### src/rtl/pcmc_pkg.sv
// ----------------------------------------------------------------------------
// pcmc_pkg
// Shared types, constants and channel expansion tables for the pixel colour
// mask classifier.
// ----------------------------------------------------------------------------
`default_nettype none

package pcmc_pkg;

  // Register indexes (word address / 4)
  localparam logic [2:0] REG_COLOUR_MODE      = 3'd0;
  localparam logic [2:0] REG_CUSTOM_RED       = 3'd1;
  localparam logic [2:0] REG_CUSTOM_GREEN     = 3'd2;
  localparam logic [2:0] REG_CUSTOM_BLUE      = 3'd3;
  localparam logic [2:0] REG_CUSTOM_TOLERANCE = 3'd4;

  // Colour mode codes; unused codes fall back to the luminance band
  localparam logic [2:0] MODE_LUMA   = 3'd0;
  localparam logic [2:0] MODE_SKIN   = 3'd1;
  localparam logic [2:0] MODE_RED    = 3'd2;
  localparam logic [2:0] MODE_GREEN  = 3'd3;
  localparam logic [2:0] MODE_BLUE   = 3'd4;
  localparam logic [2:0] MODE_CUSTOM = 3'd5;

  // Reset values
  localparam logic [2:0] RST_COLOUR_MODE      = MODE_LUMA;
  localparam logic [7:0] RST_CUSTOM_RED       = 8'd220;
  localparam logic [7:0] RST_CUSTOM_GREEN     = 8'd180;
  localparam logic [7:0] RST_CUSTOM_BLUE      = 8'd40;
  localparam logic [7:0] RST_CUSTOM_TOLERANCE = 8'd55;

  // Sum thresholds
  localparam logic [9:0] LUMA_LOW  = 10'd280;
  localparam logic [9:0] LUMA_HIGH = 10'd720;

  // Rule thresholds (9 bits to hold channel + offset)
  localparam logic [8:0] SKIN_R_MIN  = 9'd95;
  localparam logic [8:0] SKIN_G_MIN  = 9'd40;
  localparam logic [8:0] SKIN_B_MIN  = 9'd20;
  localparam logic [8:0] SKIN_MARGIN = 9'd15;
  localparam logic [8:0] RED_MIN     = 9'd140;
  localparam logic [8:0] RED_MARGIN  = 9'd40;
  localparam logic [8:0] GREEN_MIN   = 9'd100;
  localparam logic [8:0] GREEN_MARGIN = 9'd30;
  localparam logic [8:0] BLUE_MIN    = 9'd90;
  localparam logic [8:0] BLUE_MARGIN = 9'd25;

  typedef logic [7:0] lut5_t [32];
  typedef logic [7:0] lut6_t [64];

  // x*255/31, truncated
  function automatic lut5_t build_lut5();
    lut5_t lut;
    for (int i = 0; i < 32; i++) begin
      lut[i] = 8'((i * 255) / 31);
    end
    return lut;
  endfunction

  // x*255/63, truncated
  function automatic lut6_t build_lut6();
    lut6_t lut;
    for (int i = 0; i < 64; i++) begin
      lut[i] = 8'((i * 255) / 63);
    end
    return lut;
  endfunction

  localparam lut5_t EXPAND5 = build_lut5();
  localparam lut6_t EXPAND6 = build_lut6();

  typedef struct packed {
    logic [2:0] colour_mode;
    logic [7:0] custom_red;
    logic [7:0] custom_green;
    logic [7:0] custom_blue;
    logic [7:0] custom_tolerance;
  } cfg_t;

  typedef struct packed {
    logic [7:0] r;
    logic [7:0] g;
    logic [7:0] b;
  } rgb8_t;

  typedef struct packed {
    logic skin;
    logic red;
    logic green;
    logic blue;
  } rules_t;

  typedef struct packed {
    logic [9:0] sum;
    logic [7:0] diff_r;
    logic [7:0] diff_g;
    logic [7:0] diff_b;
    rules_t     rules;
  } cmp_t;

endpackage

`default_nettype wire

### src/rtl/pcmc_cfg_regs.sv
// ----------------------------------------------------------------------------
// pcmc_cfg_regs
// APB register file: colour mode and custom colour target / tolerance.
// ----------------------------------------------------------------------------
`default_nettype none

module pcmc_cfg_regs (
  input  wire logic              clk,
  input  wire logic              rst_n,
  input  wire logic              psel,
  input  wire logic              penable,
  input  wire logic              pwrite,
  input  wire logic [4:0]        paddr,
  input  wire logic [31:0]       pwdata,
  output logic      [31:0]       prdata,
  output logic                   pready,
  output pcmc_pkg::cfg_t         cfg
);
  import pcmc_pkg::*;

  cfg_t       cfg_r, cfg_nxt;
  logic       wr_en;
  logic [2:0] reg_idx;

  assign pready  = 1'b1;
  assign wr_en   = psel && penable && pwrite;
  assign reg_idx = paddr[4:2];

  always_comb begin
    cfg_nxt = cfg_r;
    if (wr_en) begin
      unique case (reg_idx)
        REG_COLOUR_MODE:      cfg_nxt.colour_mode      = pwdata[2:0];
        REG_CUSTOM_RED:       cfg_nxt.custom_red       = pwdata[7:0];
        REG_CUSTOM_GREEN:     cfg_nxt.custom_green     = pwdata[7:0];
        REG_CUSTOM_BLUE:      cfg_nxt.custom_blue      = pwdata[7:0];
        REG_CUSTOM_TOLERANCE: cfg_nxt.custom_tolerance = pwdata[7:0];
        default:              cfg_nxt = cfg_r;
      endcase
    end
  end

  always_ff @(posedge clk) begin
    if (!rst_n) begin
      cfg_r.colour_mode      <= RST_COLOUR_MODE;
      cfg_r.custom_red       <= RST_CUSTOM_RED;
      cfg_r.custom_green     <= RST_CUSTOM_GREEN;
      cfg_r.custom_blue      <= RST_CUSTOM_BLUE;
      cfg_r.custom_tolerance <= RST_CUSTOM_TOLERANCE;
    end else begin
      cfg_r <= cfg_nxt;
    end
  end

  always_comb begin
    unique case (reg_idx)
      REG_COLOUR_MODE:      prdata = {29'd0, cfg_r.colour_mode};
      REG_CUSTOM_RED:       prdata = {24'd0, cfg_r.custom_red};
      REG_CUSTOM_GREEN:     prdata = {24'd0, cfg_r.custom_green};
      REG_CUSTOM_BLUE:      prdata = {24'd0, cfg_r.custom_blue};
      REG_CUSTOM_TOLERANCE: prdata = {24'd0, cfg_r.custom_tolerance};
      default:              prdata = 32'd0;
    endcase
  end

  assign cfg = cfg_r;

endmodule

`default_nettype wire

### src/rtl/pcmc_expand.sv
// ----------------------------------------------------------------------------
// pcmc_expand
// Stage 1: split RGB565 and expand each channel to 8 bits by table.
// ----------------------------------------------------------------------------
`default_nettype none

module pcmc_expand (
  input  wire logic            clk,
  input  wire logic            rst_n,
  input  wire logic            advance,
  input  wire logic            in_valid,
  input  wire logic [15:0]     pixel_word,
  output logic                 valid_r,
  output pcmc_pkg::rgb8_t      rgb_r
);
  import pcmc_pkg::*;

  rgb8_t rgb_nxt;

  always_comb begin
    rgb_nxt.r = EXPAND5[pixel_word[15:11]];
    rgb_nxt.g = EXPAND6[pixel_word[10:5]];
    rgb_nxt.b = EXPAND5[pixel_word[4:0]];
  end

  always_ff @(posedge clk) begin
    if (!rst_n) begin
      valid_r <= 1'b0;
    end else if (advance) begin
      valid_r <= in_valid;
    end
  end

  always_ff @(posedge clk) begin
    if (advance) begin
      rgb_r <= rgb_nxt;
    end
  end

endmodule

`default_nettype wire

### src/rtl/pcmc_compare.sv
// ----------------------------------------------------------------------------
// pcmc_compare
// Stage 2: channel sum, distances to the custom colour, dominance rules.
// ----------------------------------------------------------------------------
`default_nettype none

module pcmc_compare (
  input  wire logic            clk,
  input  wire logic            rst_n,
  input  wire logic            advance,
  input  wire logic            valid_in,
  input  wire pcmc_pkg::rgb8_t rgb,
  input  wire pcmc_pkg::cfg_t  cfg,
  output logic                 valid_r,
  output pcmc_pkg::cmp_t       cmp_r
);
  import pcmc_pkg::*;

  cmp_t       cmp_nxt;
  logic [8:0] r9, g9, b9;

  function automatic logic [7:0] abs_diff(input logic [7:0] a, input logic [7:0] b);
    return (a >= b) ? (a - b) : (b - a);
  endfunction

  assign r9 = {1'b0, rgb.r};
  assign g9 = {1'b0, rgb.g};
  assign b9 = {1'b0, rgb.b};

  always_comb begin
    cmp_nxt.sum    = {2'b00, rgb.r} + {2'b00, rgb.g} + {2'b00, rgb.b};
    cmp_nxt.diff_r = abs_diff(rgb.r, cfg.custom_red);
    cmp_nxt.diff_g = abs_diff(rgb.g, cfg.custom_green);
    cmp_nxt.diff_b = abs_diff(rgb.b, cfg.custom_blue);
    // r > g + 15 implies both r > g and r - g > 15
    cmp_nxt.rules.skin  = (r9 > SKIN_R_MIN) && (g9 > SKIN_G_MIN) && (b9 > SKIN_B_MIN) &&
                          (r9 > g9 + SKIN_MARGIN) && (r9 > b9 + SKIN_MARGIN);
    cmp_nxt.rules.red   = (r9 > RED_MIN) && (r9 > g9 + RED_MARGIN) &&
                          (r9 > b9 + RED_MARGIN);
    cmp_nxt.rules.green = (g9 > GREEN_MIN) && (g9 > r9 + GREEN_MARGIN) &&
                          (g9 > b9 + GREEN_MARGIN);
    cmp_nxt.rules.blue  = (b9 > BLUE_MIN) && (b9 > r9 + BLUE_MARGIN) &&
                          (b9 > g9 + BLUE_MARGIN);
  end

  always_ff @(posedge clk) begin
    if (!rst_n) begin
      valid_r <= 1'b0;
    end else if (advance) begin
      valid_r <= valid_in;
    end
  end

  always_ff @(posedge clk) begin
    if (advance) begin
      cmp_r <= cmp_nxt;
    end
  end

endmodule

`default_nettype wire

### src/rtl/pcmc_select.sv
// ----------------------------------------------------------------------------
// pcmc_select
// Stage 3: band and tolerance checks, rule select, output register.
// ----------------------------------------------------------------------------
`default_nettype none

module pcmc_select (
  input  wire logic            clk,
  input  wire logic            rst_n,
  input  wire logic            advance,
  input  wire logic            valid_in,
  input  wire pcmc_pkg::cmp_t  cmp,
  input  wire pcmc_pkg::cfg_t  cfg,
  output logic                 valid_r,
  output logic                 mask_hit_r,
  output logic                 bright_r
);
  import pcmc_pkg::*;

  logic mask_hit_nxt;
  logic bright_nxt;
  logic luma_hit;
  logic custom_hit;

  assign luma_hit   = (cmp.sum > LUMA_LOW) && (cmp.sum < LUMA_HIGH);
  assign custom_hit = (cmp.diff_r <= cfg.custom_tolerance) &&
                      (cmp.diff_g <= cfg.custom_tolerance) &&
                      (cmp.diff_b <= cfg.custom_tolerance);
  assign bright_nxt = cmp.sum > LUMA_HIGH;

  always_comb begin
    unique case (cfg.colour_mode)
      MODE_SKIN:   mask_hit_nxt = cmp.rules.skin;
      MODE_RED:    mask_hit_nxt = cmp.rules.red;
      MODE_GREEN:  mask_hit_nxt = cmp.rules.green;
      MODE_BLUE:   mask_hit_nxt = cmp.rules.blue;
      MODE_CUSTOM: mask_hit_nxt = custom_hit;
      default:     mask_hit_nxt = luma_hit;
    endcase
  end

  always_ff @(posedge clk) begin
    if (!rst_n) begin
      valid_r <= 1'b0;
    end else if (advance) begin
      valid_r <= valid_in;
    end
  end

  always_ff @(posedge clk) begin
    if (advance) begin
      mask_hit_r <= mask_hit_nxt;
      bright_r   <= bright_nxt;
    end
  end

endmodule

`default_nettype wire

### src/rtl/pixel_colour_mask_classifier_core.sv
// ----------------------------------------------------------------------------
// pixel_colour_mask_classifier_core
// RGB565 colour threshold segmenter: one mask hit and one bright flag per
// pixel word, three-stage pipeline.
// ----------------------------------------------------------------------------
//
//  channel  | ports                                  | word
//  ---------+----------------------------------------+---------------------------
//  input    | in_valid / in_stall / in_pixel_word    | RGB565 pixel
//  result   | out_valid / out_stall / out_mask_hit,  | mask hit, bright flag
//           | out_bright_pixel                       |
//  config   | cfg_psel .. cfg_pready (APB)           | 5 regs at 0x00..0x10
//
//  One word per clock sustained while no result waits under out_stall; an accepted
//  word reaches out_valid via expand table -> sum/compare -> rule select + output register.
//  The whole pipeline holds while a result waits under out_stall; in_stall is
//  raised only then. Empty stages carry valid low, so nothing is lost or
//  repeated. Synchronous active-low reset clears stage valids and loads
//  register defaults; no clearing pass.
// ----------------------------------------------------------------------------
`default_nettype none

module pixel_colour_mask_classifier_core (
  input  wire logic        clk,
  input  wire logic        rst_n,
  // input channel
  input  wire logic        in_valid,
  output logic             in_stall,
  input  wire logic [15:0] in_pixel_word,
  // result channel
  output logic             out_valid,
  input  wire logic        out_stall,
  output logic             out_mask_hit,
  output logic             out_bright_pixel,
  // configuration port
  input  wire logic        cfg_psel,
  input  wire logic        cfg_penable,
  input  wire logic        cfg_pwrite,
  input  wire logic [4:0]  cfg_paddr,
  input  wire logic [31:0] cfg_pwdata,
  output logic      [31:0] cfg_prdata,
  output logic             cfg_pready
);
  import pcmc_pkg::*;

  cfg_t   cfg;
  rgb8_t  s1_rgb;
  cmp_t   s2_cmp;
  logic   s1_valid;
  logic   s2_valid;
  logic   advance;

  // Global hold: only the output register can block.
  assign advance  = !(out_valid && out_stall);
  assign in_stall = !advance;

  pcmc_cfg_regs u_cfg (
    .clk     (clk),
    .rst_n   (rst_n),
    .psel    (cfg_psel),
    .penable (cfg_penable),
    .pwrite  (cfg_pwrite),
    .paddr   (cfg_paddr),
    .pwdata  (cfg_pwdata),
    .prdata  (cfg_prdata),
    .pready  (cfg_pready),
    .cfg     (cfg)
  );

  // Stage 1: channel expansion
  pcmc_expand u_expand (
    .clk        (clk),
    .rst_n      (rst_n),
    .advance    (advance),
    .in_valid   (in_valid),
    .pixel_word (in_pixel_word),
    .valid_r    (s1_valid),
    .rgb_r      (s1_rgb)
  );

  // Stage 2: sum, custom distances, dominance rules
  pcmc_compare u_compare (
    .clk      (clk),
    .rst_n    (rst_n),
    .advance  (advance),
    .valid_in (s1_valid),
    .rgb      (s1_rgb),
    .cfg      (cfg),
    .valid_r  (s2_valid),
    .cmp_r    (s2_cmp)
  );

  // Stage 3: mode select into the output register
  pcmc_select u_select (
    .clk        (clk),
    .rst_n      (rst_n),
    .advance    (advance),
    .valid_in   (s2_valid),
    .cmp        (s2_cmp),
    .cfg        (cfg),
    .valid_r    (out_valid),
    .mask_hit_r (out_mask_hit),
    .bright_r   (out_bright_pixel)
  );

endmodule

`default_nettype wire

### config.mk
export PLATFORM = sky130hd
export DESIGN_NAME = pixel_colour_mask_classifier_core
export DESIGN_NICKNAME = d
export VERILOG_FILES = /design/src/rtl/pcmc_pkg.sv /design/src/rtl/pcmc_cfg_regs.sv /design/src/rtl/pcmc_expand.sv /design/src/rtl/pcmc_compare.sv /design/src/rtl/pcmc_select.sv /design/src/rtl/pixel_colour_mask_classifier_core.sv
export SDC_FILE = /design/constraint.sdc
export NUM_CORES = 1
export LEC_CHECK = 0
export BUFFER_PORTS_ARGS = -buffer_cell sky130_fd_sc_hd__buf_2
export CAP_MARGIN = 40
export CORE_MARGIN = 2
export CORE_UTILIZATION = 58
export DETAILED_ROUTE_END_ITERATION = 8
export HOLD_SLACK_MARGIN = 0.06
export MAX_ROUTING_LAYER = met4
export PLACE_DENSITY = 0.79
export SETUP_SLACK_MARGIN = 0.2
export SLEW_MARGIN = 20
export SYNTH_ARGS = -nofsm -noshare
export SYNTH_HDL_FRONTEND = slang
export SYNTH_SLANG_ARGS = --single-unit
export TNS_END_PERCENT = 1
### constraint.sdc
create_clock -name clk -period 9.15 [get_ports clk]
set_input_delay 2.2875 -clock clk [delete_from_list [all_inputs] [get_ports clk]]
set_output_delay 2.2875 -clock clk [all_outputs]
set_load 0.01 [all_outputs]
Word level (Yosys, flattened, before mapping) --
Memory sizes are Yosys's and may differ from the RTL's. A register that Yosys moved wholly into a read port is not among the register bits. Cells that the tools add are included.
Word-level totals: register bits after elaboration 78, ROM bits 1024, bits of input ports 60, output and inout bits 37, logic and storage cells 102, memories kept 3
Memory list:
- (no name shown) | depth 64, bits a word 8, read ports 1, clocked after Yosys merged registers in 1, write ports 0, line pcmc_expand.sv:22 | rgb_nxt.g = EXPAND6[pixel_word[10:5]];
- (no name shown) | depth 32, bits a word 8, read ports 1, clocked after Yosys merged registers in 1, write ports 0, line pcmc_expand.sv:21 | rgb_nxt.r = EXPAND5[pixel_word[15:11]];
- (no name shown) | depth 32, bits a word 8, read ports 1, clocked after Yosys merged registers in 1, write ports 0, line pcmc_expand.sv:23 | rgb_nxt.b = EXPAND5[pixel_word[4:0]];
Cells by class: $add $sub $neg 16, magnitude comparators 23, equality and inequality tests 9, mux-type cells 5, bitwise operators 3, reduce and logical (&&, ||, !) cells 25
Operators by type and width (number):
- 8-bit by 9-bit greater-than comparator with 1-bit output | 8
- 8-bit subtractor | 6
- 8-bit case mux with 5 select lines | 1
- 8-bit by 5-bit adder with 9-bit output, second input constant | 4
- 8-bit >= comparator | 3
- 8-bit by 7-bit greater-than comparator with 1-bit output, second input constant | 3
- 8-bit less-or-equal comparator | 3
- 8-bit two-way mux | 3
- 8-bit by 4-bit adder with 9-bit output, second input constant | 2
- 8-bit by 6-bit adder with 9-bit output, second input constant | 2
- 1-bit logical AND | 16
- 3-bit by 2-bit == test with 1-bit output, second input constant | 4
- 5-bit NOT with 6-bit output | 2
- 10-bit by 8-bit adder with 10-bit output | 1
- 10-bit greater-than comparator, second input constant | 1
- 10-bit by 9-bit greater-than comparator with 1-bit output, second input constant | 1
- 10-bit < comparator, second input constant | 1
- 2-bit AND reduction | 5
- 8-bit by 8-bit adder with 9-bit output | 1
- 3-bit == test, second input constant | 3
- 8-bit by 5-bit greater-than comparator with 1-bit output, second input constant | 1
- 8-bit by 6-bit greater-than comparator with 1-bit output, second input constant | 1
- 8-bit greater-than comparator, second input constant | 1
- 6-bit NOT with 7-bit output | 1
- other kinds (4) | 7

Logic depth before layout (Yosys ltp) --
word-level depth 5, gate-level depth with buffers 14

Cells and area by module --
A second synthesis with hierarchy kept.
Second synthesis, totals: cells, all modules 1017, area, all modules 9679.3 µm²
Modules (own cells, without submodules):
- pcmc_compare | times used 1, cells an instance 647, area each 5968.2 µm²
- pcmc_cfg_regs | times used 1, cells an instance 210, area each 1915.6 µm²
- pcmc_expand | times used 1, cells an instance 61, area each 960.9 µm²
- pcmc_select | times used 1, cells an instance 97, area each 824.5 µm²
- pixel_colour_mask_classifier_core | times used 1, cells an instance 2, area each 10.0 µm²

Worst setup path after synthesis --
OpenSTA, ideal clock, no wires.
path kind input-to-output, from in out_stall, to out in_stall, arrival time 4.050 ns, data required time 6.863 ns, path slack 2.813 ns, stages 2, cell sequence nand2_1 -> inv_1
Between the ends: longest elaborated chain between the ends 1
Ends and longest elaborated chain:
- start: declaration | line pixel_colour_mask_classifier_core.sv:32 | input wire logic out_stall,
- 1-bit logical AND | line pixel_colour_mask_classifier_core.sv:54 | assign advance = !(out_valid && out_stall);
- end: declaration | line pixel_colour_mask_classifier_core.sv:28 | output logic in_stall,
Every way passes these cells.

Worst setup path after layout --
from in cfg_paddr[3], to out cfg_prdata[4]
Between the ends: longest elaborated chain between the ends 2, elaborated cells between the ends (all ways) 6, those cells by class eq/ne (4); mux (1); reduce/logical (1)
Ends and longest elaborated chain:
- start: declaration | line pixel_colour_mask_classifier_core.sv:39 | input wire logic [4:0] cfg_paddr,
- 3-bit == test (tied with other cells) | line pcmc_cfg_regs.sv:56 | unique case (reg_idx)
- 8-bit case mux with 5 select lines (*) | line pcmc_cfg_regs.sv:56
- end: declaration | line pixel_colour_mask_classifier_core.sv:41 | output logic [31:0] cfg_prdata,
Every way passes the cells marked *; elsewhere a longest branch is shown, timed or not.

==> metrics <==
status=completed; Hold Crit Class=reg -> reg; post-synth top area cell=ha_1; Util after Layout=0.628; max incr delay on CP=320 ps; die width=133 um; Min-Delay Endpoint=u_compare.valid_r$_SDFFE_PN0N_; GRT Total Usage=0.288; Synth Cell Area=0.00970 mm^2; worst setup margin=3340 ps; initial antenna violation count=0; area of the multi-input gates=0.00648 mm^2; Yosys cell types=67; Final Hold Fails=0; # nets final=1,329; Post-CTS Resized=0; Post-synth top flop=edfxtp_1; TritonRoute pass-1 iters=5; Fillers=1,375; pwr dens=145 mW/mm^2; sequential area share after synthesis=0.277; setup TNS=0 ps; crit-path cells=buf_2, nor2b_1, a22oi_1, o21ai_0, buf_2; DRC Markers=0; CP most frequent cell=buf_2; die area=0.0178 mm^2; # IOs=97; unrepaired setup endpoints after global routing=no; Setup WS pre-CTS=3320 ps; GRT Residual Overflow=0; ANT nets after route=0; CTS Hold Buffers Added=0; Worst R2R End=u_compare.cmp_r[36]$_DFFE_PN_; CP Launch Type=input pin; leakage power=0.00460 uW; WL final=24.2 mm; Clock Latency Late Sink=370 ps; Crit path buffers/inverters=2; vias per inst=5.99; detailed router's first-iteration violation count=683; Worst Clk Skew=9.71 ps; area delta synth->final=6.62%; setup violators final=0; Worst VDD drop=0.0899 mV; max_cap viols=0; Post-synth ARST share=0; Worst-Margin Slew=693 ps; drt wl/cell=18.3 um; CTS buffer count=9; largest net degree at the start of global routing=68; port bufs=45; slowest CP cell=buf_2; RR Startpoint=u_expand.rgb_r[9]$_SDFFCE_PN0N_; DP HPWL=18.6 mm; Initial Utilization=0.589; Top delay family on crit path=buffers and inverters; Critical Path AT=3530 ps; Post-CTS Setup Inserts=0; flip-flop and latch area=0.00268 mm^2; cell count after synthesis=1,061; Via Count=7,913; Reg2Reg Depth=13; share of the synthesized area in the top cell type=0.213; Synthesis Warnings=0; Area contributors post-synth=ha_1 (21%), edfxtp_1 (20%), dfxtp_1 (7.8%); critical path type=in -> out; diodes inserted=0; vias in the first global route=7,526; fmax=172 MHz; Seq cells post-synth=102; TritonCTS sink count=102; Clock Tree Buf Depth=2; first-pass GRT wire length=39.1 mm; CTS root buf=clkbuf_16; Reg2Reg Setup Slack=5660 ps; Slew headroom=0.538; gpl congestion=0.980; CP Capture Type=output pin; core footprint=0.0165 mm^2; FP Rows=47; hold path startpoint=u_compare.valid_r$_SDFFE_PN0N_; DIE HEIGHT=133 um; min Tclk post-route=5810 ps; Avg Inst Size Synth=9.14 um^2; Critical Path RT=6860 ps; htree depth=3; Crit Path Max Fanout=22; hold path cells=2; period utilisation layout=0.635; proportion of layout cells with a drive suffix above 1=0.0845; max-slew violations=0; Post-synth EDFFs=64; CTS tree=yes; Clock transition at path regs=80 ps
kinds of logic (layout without fill, tap and decap cells):
logic type,after synthesis,after routing,synth area share
adder cells (fa/ha/maj),173,173,0.229
flip-flops,102,102,0.277
AO/OA/AOI/OAI,250,250,0.171
AND/OR/NAND/NOR,287,287,0.149
XOR/XNOR,64,64,0.0578
other,2,25,0.000775
multiplexers,48,48,0.0511
buffers and inverters,135,152,0.0640
report_power, final:
group | internal [uW] | total [uW] | leakage, uW | switching (uW)
clock | 193 | 387 | 0.000143 | 195
combinational | 220 | 487 | 0.00346 | 267
sequential | 562 | 623 | 0.000995 | 61.3
total | 975 | 1500 | 0.00460 | 523
layout make-up:
cell class              instances  share of cell area
flip-flops and latches        102               0.260
clock buffers                  10              0.0221
multi-input cells             847               0.627
well taps                     220              0.0266
clock inverters                 6             0.00605
inverters                      85              0.0309
repair buffers                 51              0.0278
per-layer routing:
layer / GRT usage / vias up / share of wire / routed length, um
li1: - / 3846 / - / -
met1: 0.371 / 3706 / 0.43 / 10400
met2: 0.457 / 292 / 0.46 / 11200
met3: 0.0422 / 69 / 0.070 / 1690
met4: 0.121 / 0 / 0.037 / 895
met5: - / - / 0 / 0
sequential cells by signal (all words and copies together), names as in the netlist:
signal               count
u_compare.cmp_r         38
u_cfg.cfg               35
u_expand.rgb_r          24
u_compare.valid_r        1
u_expand.valid_r         1
u_select.bright_r        1
u_select.mask_hit_r      1
u_select.valid_r         1
stage by stage:
stage / hold WS, ps / cell area [um^2] / cells / total power [uW]
finish: 470 / 10300 / 1321 / 1500
detailed placement: 464 / 10000 / 1304 / 1110
CTS: 476 / 10300 / 1320 / 1490
global route: 501 / 10300 / 1321 / 1590
floorplan: 441 / 9780 / 1084 / 987
global placement: 456 / 10000 / 1303 / 1090
worst max-delay path by stage:
stage / to / slack [ps] / cells past startpoint / from
finish: cfg_prdata[4] / 3340 / 5 / cfg_paddr[3]
global route: cfg_prdata[4] / 3230 / 5 / cfg_paddr[3]
CTS: in_stall / 3310 / 5 / out_stall
detailed placement: in_stall / 3320 / 5 / out_stall
global placement: in_stall / 3340 / 5 / out_stall
floorplan: in_stall / 2810 / 2 / out_stall
cells in the mapped netlist (all sizes together), types with 27 or more instances:
master	instances
xnor2	50
o21ai	61
edfxtp	64
buf	33
a21oi	61
ha	165
mux2i	42
nand2b	27
dfxtp	38
nand2	102
nor2b	36
nor2	38
inv	85
worst register-to-register path: stages, from the launching register on:
cell and delay, ps:
edfxtp_1 610, inv_1 280, ha_1 420, o21ai_0 210, a21oi_1 130, o21ai_0 330
nor2_1 100, xnor2_1 140, ha_1 320, o21ai_0 160, nand2b_1 90, a21oi_1 210
a21oi_1 90, xnor2_1 140
cells in the final DEF (no fill, tap or decap), types with 18 or more instances in the layout:
master / count
nand2_1: 101
nor2b_1: 36
o211ai_1: 22
xnor2_1: 50
inv_1: 85
nor2_1: 37
dfxtp_1: 38
o21ai_0: 61
edfxtp_1: 64
ha_1: 165
nand2b_1: 27
nor3_1: 18
nand4_1: 18
buf_2: 46
a21oi_1: 58
conb_1: 25
mux2i_1: 42
Note: power is estimated with default switching activity, not from simulation.
